[src/hdl/pqmx_pkg.sv]
`timescale 1ns / 1ps
// Package for the max-extract priority queue: request/result transaction
// structs, stored entry type, request codes and default sizing. No dependencies.
package pqmx_pkg;

  localparam int unsigned PQMX_DEPTH = 16;

  localparam logic REQ_ENQ = 1'b0;
  localparam logic REQ_DEQ = 1'b1;

  typedef struct packed {
    logic        req_type;
    logic [15:0] proc_id;
    logic [31:0] prio;
  } pqmx_req_t;

  typedef struct packed {
    logic        ok;
    logic [15:0] out_id;
    logic [31:0] out_prio;
    logic [4:0]  count;
    logic        is_empty;
  } pqmx_res_t;

  typedef struct packed {
    logic [15:0] id;
    logic [31:0] prio;
  } pqmx_entry_t;

endpackage

[src/hdl/priority_queue_max_extract_core.sv]
`timescale 1ns / 1ps
// Sequence: an enqueue or an empty dequeue runs EXEC then DONE; a dequeue of held
//   entries scans them all, then shifts down those behind the maximum (none at tail).
// One transaction at a time: the next is accepted in the cycle after the result
//   loads, and the load waits while out_stall_i holds an earlier result.
// Reset: asynchronous, active low; queue empty, sequencer idle, no result held.
// Entry memory is not cleared: only slots below the fill count are ever used.
module priority_queue_max_extract_core
  import pqmx_pkg::*;
#(
  parameter int unsigned DEPTH = PQMX_DEPTH
) (
  input  logic      clk_i,
  input  logic      rst_ni,
  input  logic      in_valid_i,
  output logic      in_stall_o,
  input  pqmx_req_t in_data_i,
  output logic      out_valid_o,
  input  logic      out_stall_i,
  output pqmx_res_t out_data_o
);

  // Address width for the memory, index width able to hold DEPTH itself.
  localparam int unsigned AW = (DEPTH > 1) ? $clog2(DEPTH) : 1;
  localparam int unsigned IW = $clog2(DEPTH + 1);
  localparam logic [IW-1:0] DEPTH_W = IW'(DEPTH);

  // Sequencer states
  localparam logic [2:0] S_IDLE  = 3'd0;
  localparam logic [2:0] S_EXEC  = 3'd1;
  localparam logic [2:0] S_SCAN  = 3'd2;
  localparam logic [2:0] S_SHIFT = 3'd3;
  localparam logic [2:0] S_DONE  = 3'd4;

  logic [2:0]    state_q, state_d;
  pqmx_req_t     req_q;
  logic [IW-1:0] fill_q, fill_d;
  logic [IW-1:0] rd_ptr_q, rd_ptr_d;
  logic          pend_q, pend_d;
  logic [AW-1:0] pend_idx_q, pend_idx_d;
  pqmx_entry_t   best_q, best_d;
  logic [AW-1:0] best_idx_q, best_idx_d;
  logic          res_ok_q, res_ok_d;
  logic          out_valid_q;
  pqmx_res_t     out_q;

  // Entry memory: one write port, one registered read port.
  pqmx_entry_t   mem [DEPTH];
  pqmx_entry_t   rd_data_q;
  logic [AW-1:0] rd_addr;
  logic          mem_we;
  logic [AW-1:0] wr_addr;
  pqmx_entry_t   wr_data;

  logic          in_acc;
  logic          out_load;
  logic          issue;
  logic [31:0]   fill_ext;

  assign in_acc   = in_valid_i && !in_stall_o;
  assign out_load = (state_q == S_DONE) && (!out_valid_q || !out_stall_i);
  assign rd_addr  = rd_ptr_q[AW-1:0];
  assign issue    = (rd_ptr_q < fill_q);
  assign fill_ext = 32'(fill_q);

  // Only one transaction in flight; the output register decouples the far side.
  assign in_stall_o = (state_q != S_IDLE);

  always_ff @(posedge clk_i) begin
    rd_data_q <= mem[rd_addr];
  end

  always_ff @(posedge clk_i) begin
    if (mem_we) begin
      mem[wr_addr] <= wr_data;
    end
  end

  always_comb begin
    state_d    = state_q;
    fill_d     = fill_q;
    rd_ptr_d   = rd_ptr_q;
    pend_d     = 1'b0;
    pend_idx_d = pend_idx_q;
    best_d     = best_q;
    best_idx_d = best_idx_q;
    res_ok_d   = res_ok_q;
    mem_we     = 1'b0;
    wr_addr    = fill_q[AW-1:0];
    wr_data    = '{id: req_q.proc_id, prio: req_q.prio};

    unique case (state_q)
      S_IDLE: begin
        if (in_acc) begin
          state_d = S_EXEC;
        end
      end

      S_EXEC: begin
        best_d   = '0;
        rd_ptr_d = '0;
        if (req_q.req_type == REQ_ENQ) begin
          // Append at the tail unless full.
          if (fill_q < DEPTH_W) begin
            mem_we   = 1'b1;
            fill_d   = fill_q + IW'(1);
            res_ok_d = 1'b1;
          end else begin
            res_ok_d = 1'b0;
          end
          state_d = S_DONE;
        end else if (fill_q == '0) begin
          res_ok_d = 1'b0;
          state_d  = S_DONE;
        end else begin
          state_d = S_SCAN;
        end
      end

      S_SCAN: begin
        // Read one slot per cycle; compare each slot once its registered read data arrives.
        if (issue) begin
          rd_ptr_d   = rd_ptr_q + IW'(1);
          pend_d     = 1'b1;
          pend_idx_d = rd_ptr_q[AW-1:0];
        end
        if (pend_q) begin
          // Strictly greater, so the earliest of equal priorities is kept.
          if (pend_idx_q == '0 || rd_data_q.prio > best_q.prio) begin
            best_d     = rd_data_q;
            best_idx_d = pend_idx_q;
          end
        end
        if (!issue && !pend_q) begin
          rd_ptr_d = IW'(best_idx_q) + IW'(1);
          state_d  = S_SHIFT;
        end
      end

      S_SHIFT: begin
        // Move every entry behind the removed one down by one slot.
        if (issue) begin
          rd_ptr_d   = rd_ptr_q + IW'(1);
          pend_d     = 1'b1;
          pend_idx_d = rd_ptr_q[AW-1:0];
        end
        if (pend_q) begin
          mem_we  = 1'b1;
          wr_addr = pend_idx_q - AW'(1);
          wr_data = rd_data_q;
        end
        if (!issue && !pend_q) begin
          fill_d   = fill_q - IW'(1);
          res_ok_d = 1'b1;
          state_d  = S_DONE;
        end
      end

      S_DONE: begin
        if (out_load) begin
          state_d = S_IDLE;
        end
      end

      default: begin
        state_d = S_IDLE;
      end
    endcase
  end

  always_ff @(posedge clk_i or negedge rst_ni) begin
    if (!rst_ni) begin
      state_q     <= S_IDLE;
      fill_q      <= '0;
      rd_ptr_q    <= '0;
      pend_q      <= 1'b0;
      out_valid_q <= 1'b0;
    end else begin
      state_q  <= state_d;
      fill_q   <= fill_d;
      rd_ptr_q <= rd_ptr_d;
      pend_q   <= pend_d;
      if (out_load) begin
        out_valid_q <= 1'b1;
      end else if (!out_stall_i) begin
        out_valid_q <= 1'b0;
      end
    end
  end

  // Payload registers, no reset needed.
  always_ff @(posedge clk_i) begin
    if (in_acc) begin
      req_q <= in_data_i;
    end
    pend_idx_q <= pend_idx_d;
    best_q     <= best_d;
    best_idx_q <= best_idx_d;
    res_ok_q   <= res_ok_d;
    if (out_load) begin
      out_q.ok       <= res_ok_q;
      out_q.out_id   <= best_q.id;
      out_q.out_prio <= best_q.prio;
      out_q.count    <= fill_ext[4:0];
      out_q.is_empty <= (fill_q == '0);
    end
  end

  assign out_valid_o = out_valid_q;
  assign out_data_o  = out_q;

  // Checks
  a_fill_bound: assert property (@(posedge clk_i) disable iff (!rst_ni)
    fill_q <= DEPTH_W)
    else $error("fill count beyond depth");

  a_accept_exec: assert property (@(posedge clk_i) disable iff (!rst_ni)
    in_acc |=> state_q == S_EXEC)
    else $error("accepted transaction not executed");

  a_shift_range: assert property (@(posedge clk_i) disable iff (!rst_ni)
    (state_q == S_SHIFT && pend_q) |-> (pend_idx_q != '0) && (IW'(pend_idx_q) < fill_q))
    else $error("shift write outside held entries");

  a_result_src: assert property (@(posedge clk_i) disable iff (!rst_ni)
    $rose(out_valid_q) |-> $past(state_q) == S_DONE)
    else $error("result loaded outside completion");

endmodule

[config.mk]
export PLATFORM = sky130hd
export DESIGN_NAME = priority_queue_max_extract_core
export DESIGN_NICKNAME = d
export VERILOG_FILES = /design/src/hdl/pqmx_pkg.sv /design/src/hdl/priority_queue_max_extract_core.sv
export SDC_FILE = /design/constraint.sdc
export NUM_CORES = 1
export LEC_CHECK = 0
export BUFFER_PORTS_ARGS = -buffer_cell sky130_fd_sc_hd__buf_2
export CELL_PAD_IN_SITES_DETAIL_PLACEMENT = 1
export CELL_PAD_IN_SITES_GLOBAL_PLACEMENT = 2
export CORE_UTILIZATION = 37
export DETAILED_ROUTE_END_ITERATION = 8
export GPL_ROUTABILITY_DRIVEN = 0
export PLACE_DENSITY = 0.68
export SLEW_MARGIN = 20
export SYNTH_ARGS = -nofsm -noshare
export SYNTH_HDL_FRONTEND = slang
export SYNTH_SLANG_ARGS = --single-unit
[constraint.sdc]
create_clock -name clk_i -period 7.35 [get_ports clk_i]
set_input_delay 0.3675 -clock clk_i [delete_from_list [all_inputs] [get_ports clk_i]]
set_output_delay 0.3675 -clock clk_i [all_outputs]
set_load 0.005 [all_outputs]
# [After elaboration in Yosys (flattened, before gate mapping)]
# Memories as Yosys holds them, arrays and structs flattened. A register that Yosys moved wholly into a read port is not among the register bits.
# Index checks and enable logic that the tools add are counted.
[op_classes] reduce_logical=24 n_eq_ne=14 magnitude_cmp=3 add_sub_neg=5 mux=35
[ops] operator="two-way mux 48 bit" n=4
[ops] operator="case mux 48 bit (2 select lines)" n=1
[ops] operator="> comparator 32 bit" n=1
[ops] operator="two-way mux 5 bit" n=5
[ops] operator="two-way mux 3 bit" n=6
[ops] operator="inequality test 2 bit, second input constant" n=8
[ops] operator="case mux 3 bit (5 select lines)" n=1
[ops] operator="case mux 5 bit (3 select lines)" n=1
[ops] operator="two-way mux 1 bit" n=12
[ops] operator="adder 5 x 1 -> 5 bit, second input constant" n=2
[ops] operator="case mux 5 bit (2 select lines)" n=1
[ops] operator="AND reduction 3 bit" n=3
[ops] operator="two-way mux 4 bit" n=2
[ops] operator="AND reduction 4 bit" n=2
[ops] operator="equality test 3 x 2 -> 1 bit, second input constant" n=2
[ops] operator="nonzero test 3 bit" n=2
[ops] operator="adder 4 x 1 -> 5 bit, second input constant" n=1
[ops] operator="logical NOT 1 bit" n=5
[ops] operator="logical NOT 5 bit" n=1
[ops] operator="less-than comparator 5 bit" n=1
[ops] operator="less-than comparator 5 bit, second input constant" n=1
[ops] operator="subtractor 5 x 1 -> 5 bit, second input constant" n=1
[ops] operator="logical NOT 4 bit" n=1
[ops] operator="case mux 1 bit (2 select lines)" n=2
[ops] operator="other kinds (11)" n=15
[word_totals] ff_bits=176 output_inout_bits=57 mem_count=1 ram_bits=768 input_bits=53 word_cells=100
[memory_table] name="mem" words=16 width=48 read_ports=1 rd_ports_with_merged_regs=1 wr=1 line_no="priority_queue_max_extract_core.sv:48" text="pqmx_entry_t mem [DEPTH];"

# [Longest topological paths before layout]
# Gate-level depths: netlist of the first run.
[depth] ltp_word=6 depth_mapped=10 mapped_depth_nobuf=9

# [Least setup slack after synthesis of the first run]
# OpenSTA, ideal clock, no wires.
[synth_timing] path_type="register -> register" from="register best_q[15] (netlist bit)" to="register best_q[0] (netlist bit), enable pin" arrival_time_ps=3868 period_less_slack_ps=4351 path_buffers=0 setup_ps=483 slack_ps=2999 required_time_ps=6867 stages_incl_launch_ff=8 path_cell_list="edfxtp_1 -> inv_1 -> ha_1 -> nand4_1 -> nor4_1 -> a221o_1 -> o31ai_1 -> a31oi_1"
[synth_via] elab_chain_cells=4
[synth_lines] item="start: declaration" line_no="priority_queue_max_extract_core.sv:41" text="pqmx_entry_t best_q, best_d;"
[synth_lines] item="start signal: assignment" line_no="priority_queue_max_extract_core.sv:197" text="best_q <= best_d;"
[synth_lines] item="> comparator 32 bit" line_no="priority_queue_max_extract_core.sv:129" text="if (pend_idx_q == '0 || rd_data_q.prio > best_q.prio) begin"
[synth_lines] item="logical OR 1 bit" line_no="priority_queue_max_extract_core.sv:129"
[synth_lines] item="inequality test 2 bit (no line)"
[synth_lines] item="AND reduction 3 bit (no line)"
# No other way between the ends.
# A chain may end at the register's enable or synchronous reset.

# [Final worst setup path of the first run]
[layout_timing] from="register state_q[1]" to="memory mem[12][35] (netlist bit), enable pin"
[layout_via] elab_chain_cells=4 word_cells_on_any_way=6 cone_classes="2 x eq/ne; 4 x mux"
[layout_lines] item="start: declaration" line_no="priority_queue_max_extract_core.sv:35" text="logic [2:0] state_q, state_d;"
[layout_lines] item="start signal: assignment" line_no="priority_queue_max_extract_core.sv:179" text="state_q <= state_d;"
[layout_lines] item="equality test 3 x 2 -> 1 bit / equality test 3 x 1 -> 1 bit (equally long branches)" line_no="priority_queue_max_extract_core.sv:92" text="unique case (state_q)"
[layout_lines] item="case mux 1 bit (2 select lines)" line_no="priority_queue_max_extract_core.sv:92"
[layout_lines] item="two-way mux 1 bit" line_no="priority_queue_max_extract_core.sv:74" text="if (mem_we) begin"
[layout_lines] item="two-way mux 1 bit (not written as such)" line_no="priority_queue_max_extract_core.sv:75" text="mem[wr_addr] <= wr_data;"
[layout_lines] item="end: declaration" line_no="priority_queue_max_extract_core.sv:48"
# Parallel ways exist; a longest one is shown, timed or not.

==> results of run 1 <==
-- metal layers --
metal / global-route usage (%) / wire length [µm] / vias up
li1: - / - / 7711
met1: 24.2 / 40200 / 9546
met2: 29.0 / 43800 / 465
met3: 2.70 / 4320 / 94
met4: 4.51 / 1490 / 0
met5: 0 / 0 / -
-- critical path, cell delays in order, from the launching register on --
cell and delay (ps):
dfrtp_1 590, nor2b_1 380, nand2_1 250, nor2_4 820, and3_1 260, o21ai_1 240, nor2_4 780, buf_4 650
-- logic make-up (layout without fill, tap and decap cells) --
kind of cell	count (synthesis)	after routing	synth area share, %
AOI/OAI and AO/OA	68	68	1.21
muxes	243	243	14.9
and+or+nand+nor	298	298	3.51
xor gates and xnor gates	8	8	0.184
buffers and inverters	123	437	1.82
DFF	992	992	76.9
adders and majority gates	43	43	1.44
-- layout by cell type, fill, tap and decap left out, types with 20 or more instances in the layout --
master,n
dfxtp_1,48
and2_1,48
buf_4,25
dlygate4sd3_1,51
edfxtp_1,929
clkbuf_16,106
a21oi_1,20
ha_1,42
inv_1,45
clkbuf_1,29
mux4_1,62
mux4_2,178
nand2_1,176
buf_2,109
-- worst paths after layout --
check                           start              to  slack, ps  depth (start not counted)
setup / recovery           state_q[1]     mem[12][35]       2950                          7
setup reg to reg           state_q[1]     mem[12][35]       2950                          7
hold / removal             in_valid_i      state_q[0]         90                          3
min in group asynchronous      rst_ni     out_valid_o        140                          2
max in group asynchronous      rst_ni     rd_ptr_q[0]       6900                          2
hold reg to reg              res_ok_q  out_data_o[54]        420                          0
-- timing repair --
action / 4_1_cts / 5_1_grt
endpoints found under the hold margin: 66 / 0
buffers inserted: 0 / 0
gates resized for setup: 0 / 0
hold buffers: 51 / 0
-- through the flow --
stage	utilization [%]	worst slack, ps	power (mW)
3_3_place_gp	39.5	2940	11.1
2_1_floorplan	-	3000	10.1
4_1_cts	43.5	2880	16.7
3_5_place_dp	39.6	2940	11.3
5_1_grt	43.5	2610	17.1
6_report	43.5	2950	16.5
-- state kept, by name, summed over array words and instances, names as in the netlist, 4 cells and up --
register and count:
req_q 49, rd_data_q 48, out_data_o 55, mem 768, best_idx_q 4, fill_q 5
rd_ptr_q 5, pend_idx_q 4, best_q 48
-- layout make-up --
class	count	share of cell area (%)
clock inverters	49	1.27
clock buffers	150	6.70
well taps	1368	3.86
repair buffers	191	3.11
multi-input cells	660	18.6
inverters	47	0.398
flip-flops and latches	992	66.0
-- power breakdown --
group / leakage, nW / total [mW] / internal, mW / switching [mW]
combinational: 3.89 / 3.48 / 1.51 / 1.97
sequential: 9.00 / 7.60 / 7.14 / 0.461
clock: 1.71 / 5.37 / 3.14 / 2.22
total: 14.6 / 16.5 / 11.8 / 4.65
==> parameters.txt, run 1 <==
Parameter                              Value

Status
  Status    finished, final reports clean

Clock tree
  Clock tree root buffer cell    clkbuf_16
  CTS Buffer Depth    3
  Skew-Pair Late Insertion Delay    690 ps
  TritonCTS sink count    992
  CTS buffer count    105
  Htree depth    3
  Clock-pin slew on the worst setup and hold paths    60 ps
  CTS tree    yes

Floorplan
  Total core area    0.102 mm²
  Effective utilization at floorplan    37.4%
  I/O pin count    110
  Standard-cell rows    117
  Die area    0.104 mm²
  Die height    322 µm
  Die Span X    322 µm

STA
  Final setup vio count    0
  Worst setup skew after layout    19.1 ps
  Final hold violations    0
  Max-slew headroom    26.9%
  Shortest period the worst path allows    4400 ps
  Unrepaired setup endpoints after global routing    no
  Max Transition Viols Final    0
  Actual slew at the worst max-slew pin    1090 ps
  Share of the cycle needed by the critical path after routing    59.8%
  Min Hold Slack    87.7 ps
  Setup tns final    0 ps
  Max Freq    227 MHz

Logic synthesis
  Number of register bits inferred by synthesis    992
  Area share of the leading cell type in the synthesized netlist    73.4%
  Number of flops mapped to enable cells by yosys    929
  Count leader, synth    edfxtp_1
  Ranking of synthesized cells by instance count    929 x edfxtp_1, 178 x mux4_2, 176 x nand2_1
  Main synth FF type    edfxtp_1
  Number of instances in the synthesized netlist    1,775
  Leading cell types by total area after synthesis    edfxtp_1 73%, mux4_2 11%, mux4_1 4.3%, dfxtp_1 2.5%, nand2_1 1.7%
  Number of unique standard cell types used by synthesis    54
  Top cell type by total area after synthesis    edfxtp_1
  Asr flop ratio synth    1.51%
  Netlist Area Pre-Place    0.0380 mm²
  Synth warnings    0
  Mapped Nets    1,871
  Per-instance average area after synthesis    21.4 µm²
  Sequential share of the synthesized area    76.9%

Placed design
  Post-detailed-placement cell area    0.0403 mm²
  Number of port buffers    109
  Placed wire-length estimate    48,100 µm
  Number of cells in the design after placement    3,207

Routing
  Post-Route WL    89,800 µm
  Initial DRT Pass Iterations    4
  Total DRC errors in the routed layout    0
  Average routed wire per standard cell    26.0 µm
  Via total after detailed routing    17,800
  Via/cell ratio    5.15
  Post-detailed-route count of antenna-violating nets    0
  Iteration-0 DRC count of the detailed router    1,489

Worst setup path
  Arrival time at the worst endpoint    4700 ps
  Critical path capture point type    flop
  Worst setup SP type    flop
  Critical-path maximum fanout    30
  Required time of the critical path    7660 ps
  Crit Path Class    flop to flop

Cells and area
  Layout overhead on the synthesized area    16.6%
  Filler Cell Count    9,435
  Fraction of final layout cells sized beyond drive strength 1    24.3%
  Storage cell area    0.0292 mm²
  Final Instance Area    0.0443 mm²
  Non-Filler Instances    3,457
  Antenna diode count    0
  Number of nets in the final layout    2,093
  Area of the multi-input gates    0.00826 mm²

Global routing
  Via count of the first global-routing pass    19,200
  Initial antenna violation count    2
  First-pass GRT wire length    131,000 µm
  GR Util All Layers    17.5%
  Pin count of the biggest net entering global routing    149
  Remaining Overflow, GRT    0

Pwr
  Power density cells    371 mW/mm²
  Leakage power total    14.6 nW
  Worst supply voltage drop on vdd    231 µV

Run
  Max-cap violation count    0

Worst hold path
  Class of the tightest hold or removal check    input port to flop
Power figures use the tool's default switching activity.
==> run 2: changes to the inputs <==
PLACE_DENSITY = 0.7   (was 0.68)
clock period = 3.8 ns   (was 7.35 ns; I/O delays follow)
==> parameters.txt, run 2 (same netlist as run 1, synthesis figures left out) <==
Parameter                              Value

Clock tree
  CTS buffer count    104
  CTS Hold Buffers Added    52
  CTS tree    yes
  Postcts setup bufs    0
  Skew-Pair Late Insertion Delay    680 ps
  Quantity of gates resized following cts    0
  Clock-pin slew on the worst setup and hold paths    60 ps
  Clock tree root buffer cell    clkbuf_16
  CTS Buffer Depth    3
  Htree depth    3
  TritonCTS sink count    992

Routing
  Post-Route WL    91,000 µm
  Total DRC errors in the routed layout    0
  Initial DRT Pass Iterations    5
  Post-detailed-route count of antenna-violating nets    0
  Average routed wire per standard cell    26.2 µm
  Via total after detailed routing    18,000
  Iteration-0 DRC count of the detailed router    1,444
  Via/cell ratio    5.18

Cells and area
  Final Core Density    43.6%
  Layout overhead on the synthesized area    16.8%
  Max FFs per register    768
  Top library cells by usage in the layout, fill and taps aside    929 x edfxtp_1, 178 x mux4_2, 176 x nand2_1
  Filler Cell Count    9,478
  Most flop-heavy register    mem
  Final Instance Area    0.0444 mm²
  Number of nets in the final layout    2,119
  Commonest non-fill, non-tap cell in the layout    edfxtp_1
  Fraction of final layout cells sized beyond drive strength 1    24.7%
  Antenna diode count    0

Worst setup path
  Worst reg2reg path startpoint    state_q[2]
  Critical path capture point type    flop
  Register-to-register setup slack    490 ps
  Required time of the critical path    4150 ps
  Arrival time at the worst endpoint    3660 ps
  Critical-path maximum fanout    30
  Worst setup SP type    flop
  Crit Path Class    flop to flop
  Endpoint of the worst register-to-register path    mem[1][37]
  Critical Path End    mem[1][37]
  R2R depth    8
  CP startpoint    state_q[2]

STA
  Max-slew headroom    31.0%
  Unrepaired setup endpoints after global routing    no
  Final hold violations    0
  Max Transition Viols Final    0
  Final setup vio count    0
  Worst setup skew after layout    29.6 ps
  Max Freq    302 MHz
  Min Hold Slack    14.4 ps
  Final worst-path setup slack    488 ps
  Shortest period the worst path allows    3310 ps
  Share of the cycle needed by the critical path after routing    87.2%
  Actual slew at the worst max-slew pin    1030 ps

Floorplan
  I/O pin count    110
  Die area    0.104 mm²
  Standard-cell rows    117
  Die height    322 µm
  Total core area    0.102 mm²
  Die Span X    322 µm
  Effective utilization at floorplan    37.4%

Pwr
  Power density cells    711 mW/mm²
  Worst supply voltage drop on vdd    364 µV
  Leakage power total    14.7 nW

Status
  Status    finished, final reports clean

Global routing
  Pin count of the biggest net entering global routing    97
  Initial antenna violation count    0
  First-pass GRT wire length    133,000 µm
  GR Util All Layers    17.7%
  Remaining Overflow, GRT    0
  Via count of the first global-routing pass    19,400

Placed design
  Number of port buffers    109
  Placed wire-length estimate    51,500 µm
  Post-Place Setup Slack    533 ps
  Post-detailed-placement cell area    0.0406 mm²

Run
  Max-cap violation count    0

Worst hold path
  Class of the tightest hold or removal check    input port to asynchronous set/reset pin
-- run 2: cell count changes in the layout (fill, tap and decap cells not counted), sizes merged --
cell and change:
buf +26, bufinv -2, clkbuf -9, clkinv +8
clkinvlp -3, dlygate4sd3 +1, inv -1
-- run 2: worst max-delay path, cell delays in order, from the launching register on --
cell and delay (ps):
dfrtp_1 500, nor2b_1 350, nand2_1 250, nor2_4 190
buf_4 460, nor3_1 120, o21ai_1 670, nor2_4 70
buf_4 320
-- run 2: area by class of cell --
type | instances | area [µm²] | share of cell area (%)
sequential | 992 | 29200 | 65.9
multi-input combinational | 660 | 8260 | 18.6
clock buffer | 141 | 2880 | 6.48
tap | 1368 | 1710 | 3.85
timing repair buffer | 218 | 1710 | 3.84
clock inverter | 51 | 433 | 0.975
inverter | 47 | 176 | 0.397
-- run 2: where the power goes --
| part | switching, mW | internal [mW] |
|---|---|---|
| combinational | 4.04 | 3.03 |
| sequential | 0.790 | 13.8 |
| clock | 4.13 | 5.75 |
| total | 8.97 | 22.6 |
-- run 2: routing by layer --
layer / GRT usage, % / share of wire, %
met1: 23.4 / 43
met2: 30.3 / 51
met3: 2.72 / 4.5
met4: 4.81 / 2.1
met5: 0 / 0
-- run 2: worst min path at each step --
stage | startpoint | to | slack, ps | depth (start not counted)
floorplan | rst_ni | fill_q[0] | -110 | 0
global placement | rst_ni | fill_q[2] | 140 | 1
detailed placement | rst_ni | out_valid_o | 150 | 1
CTS | rst_ni | rd_ptr_q[4] | 20 | 2
global route | rst_ni | rd_ptr_q[4] | 50 | 2
finish | rst_ni | fill_q[4] | 10 | 2
-- run 2: through the flow --
stage               std cells  power, mW  setup TNS (ps)
global route             3477       32.8               0
CTS                      3477       32.0               0
global placement         3233       21.8               0
finish                   3477       31.6               0
detailed placement       3233       21.9               0
floorplan                1775       19.5          -36980
==> run 3: changes to the inputs <==
MAX_ROUTING_LAYER = met4   (was not set)
==> parameters.txt, run 3 (same netlist as run 1, synthesis figures left out) <==
Parameter                              Value

Placed design
  Number of port buffers    109
  Post-detailed-placement cell area    0.0406 mm²
  Post-Place Setup Slack    533 ps
  Placed wire-length estimate    51,500 µm

Pwr
  Total power of the final layout    31.6 mW
  Worst supply voltage drop on vdd    364 µV
  Power density cells    711 mW/mm²
  Leakage power total    14.7 nW

Floorplan
  Die height    322 µm
  Total core area    0.102 mm²
  Die area    0.104 mm²
  I/O pin count    110
  Effective utilization at floorplan    37.4%
  Die Span X    322 µm
  Standard-cell rows    117

Cells and area
  Number of nets in the final layout    2,119
  Final Core Density    43.6%
  Storage cell area    0.0292 mm²
  Fraction of final layout cells sized beyond drive strength 1    24.7%
  Max FFs per register    768
  Area of the multi-input gates    0.00826 mm²
  Most flop-heavy register    mem
  Filler Cell Count    9,478
  Antenna diode count    0
  Layout overhead on the synthesized area    16.8%
  Final Instance Area    0.0444 mm²
  Top library cells by usage in the layout, fill and taps aside    929 x edfxtp_1, 178 x mux4_2, 176 x nand2_1
  Commonest non-fill, non-tap cell in the layout    edfxtp_1

Run
  Max-cap violation count    0

STA
  Final worst-path setup slack    488 ps
  Unrepaired setup endpoints after global routing    no
  Final hold violations    0
  Worst setup skew after layout    29.0 ps
  Max Transition Viols Final    0
  Share of the cycle needed by the critical path after routing    87.2%
  Max-slew headroom    31.4%
  Final setup vio count    0
  Setup tns final    0 ps
  Shortest period the worst path allows    3310 ps
  Actual slew at the worst max-slew pin    1020 ps
  Max Freq    302 MHz

Global routing
  Initial antenna violation count    0
  Via count of the first global-routing pass    19,300
  First-pass GRT wire length    133,000 µm
  GR Util All Layers    18.3%
  Remaining Overflow, GRT    0
  Pin count of the biggest net entering global routing    97

Worst setup path
  Required time of the critical path    4150 ps
  Critical-path maximum fanout    30
  Crit-path max cell delay    670 ps
  CP startpoint    state_q[2]
  Worst setup SP type    flop
  R2R depth    8
  Critical path's slowest cell    o21ai_1
  Crit Path Class    flop to flop
  Critical path capture point type    flop
  Worst reg2reg path startpoint    state_q[2]
  Arrival time at the worst endpoint    3660 ps
  Register-to-register setup slack    490 ps
  CP cell instances    nor2b_1 -> nand2_1 -> nor2_4 -> buf_4 -> nor3_1 -> o21ai_1 -> nor2_4 -> buf_4
  Endpoint of the worst register-to-register path    mem[1][45]
  Critical Path End    mem[1][45]

Routing
  Post-Route WL    91,200 µm
  Via/cell ratio    5.20
  Via total after detailed routing    18,100
  Iteration-0 DRC count of the detailed router    1,513
  Total DRC errors in the routed layout    0
  Initial DRT Pass Iterations    5
  Average routed wire per standard cell    26.2 µm
  Post-detailed-route count of antenna-violating nets    0

Clock tree
  CTS tree    yes
  Htree depth    3
  Clock-pin slew on the worst setup and hold paths    60 ps
  Quantity of gates resized following cts    0
  Skew-Pair Late Insertion Delay    680 ps
  CTS Buffer Depth    3
  CTS buffer count    104
  Clock tree root buffer cell    clkbuf_16
  TritonCTS sink count    992

Worst hold path
  Class of the tightest hold or removal check    input port to asynchronous set/reset pin

Status
  Status    finished, final reports clean
[run 3: cell counts in the layout (fill, tap and decap cells not counted)]
No cell type changed its count.
[run 3: worst min path at each step]
stage / to / cells past startpoint / slack [ps]
5_1_grt: fill_q[4] / 2 / 50
3_3_place_gp: fill_q[2] / 1 / 140
3_5_place_dp: out_valid_o / 1 / 150
4_1_cts: rd_ptr_q[4] / 2 / 20
2_1_floorplan: fill_q[0] / 0 / -110
6_report: fill_q[4] / 2 / 20
[run 3: cell type report]
cell class                      instances  area share [%]
Multi-Input combinational cell        660            18.6
Inverter                               47           0.397
Sequential cell                       992            65.9
Timing Repair Buffer                  218            3.84
Clock inverter                         51           0.975
Clock buffer                          141            6.48
Tap cell                             1368            3.85
[run 3: timing repair]
action,CTS,global route
setup buffers,0,0
hold buffers,52,0
endpoints found under the hold margin,80,0
[run 3: critical path: cells and delay by family (launching register included)]
family | cells | cell delay, ps
AO/OA/AOI/OAI | 1 | 670
buffers and inverters | 2 | 790
flip-flops | 1 | 500
AND/OR/NAND/NOR | 5 | 980
[run 3: routing by layer]
layer	vias up	wire [µm]	global-route usage (%)
li1	7761	-	-
met1	9714	39200	23.5
met2	452	45800	30.3
met3	137	4120	2.71
met4	0	2010	4.85
met5	-	0	-
[run 3: power breakdown]
group	internal, mW	total (mW)	switching (mW)
Clock	5.75	9.90	4.15
Sequential	13.8	14.6	0.790
Combinational	3.03	7.07	4.05
[run 3: through the flow]
step / hold slack [ps] / cells
floorplan: -106 / 1775
global placement: 144 / 3233
detailed placement: 149 / 3233
CTS: 18.1 / 3477
global route: 47.6 / 3477
finish: 17.5 / 3477
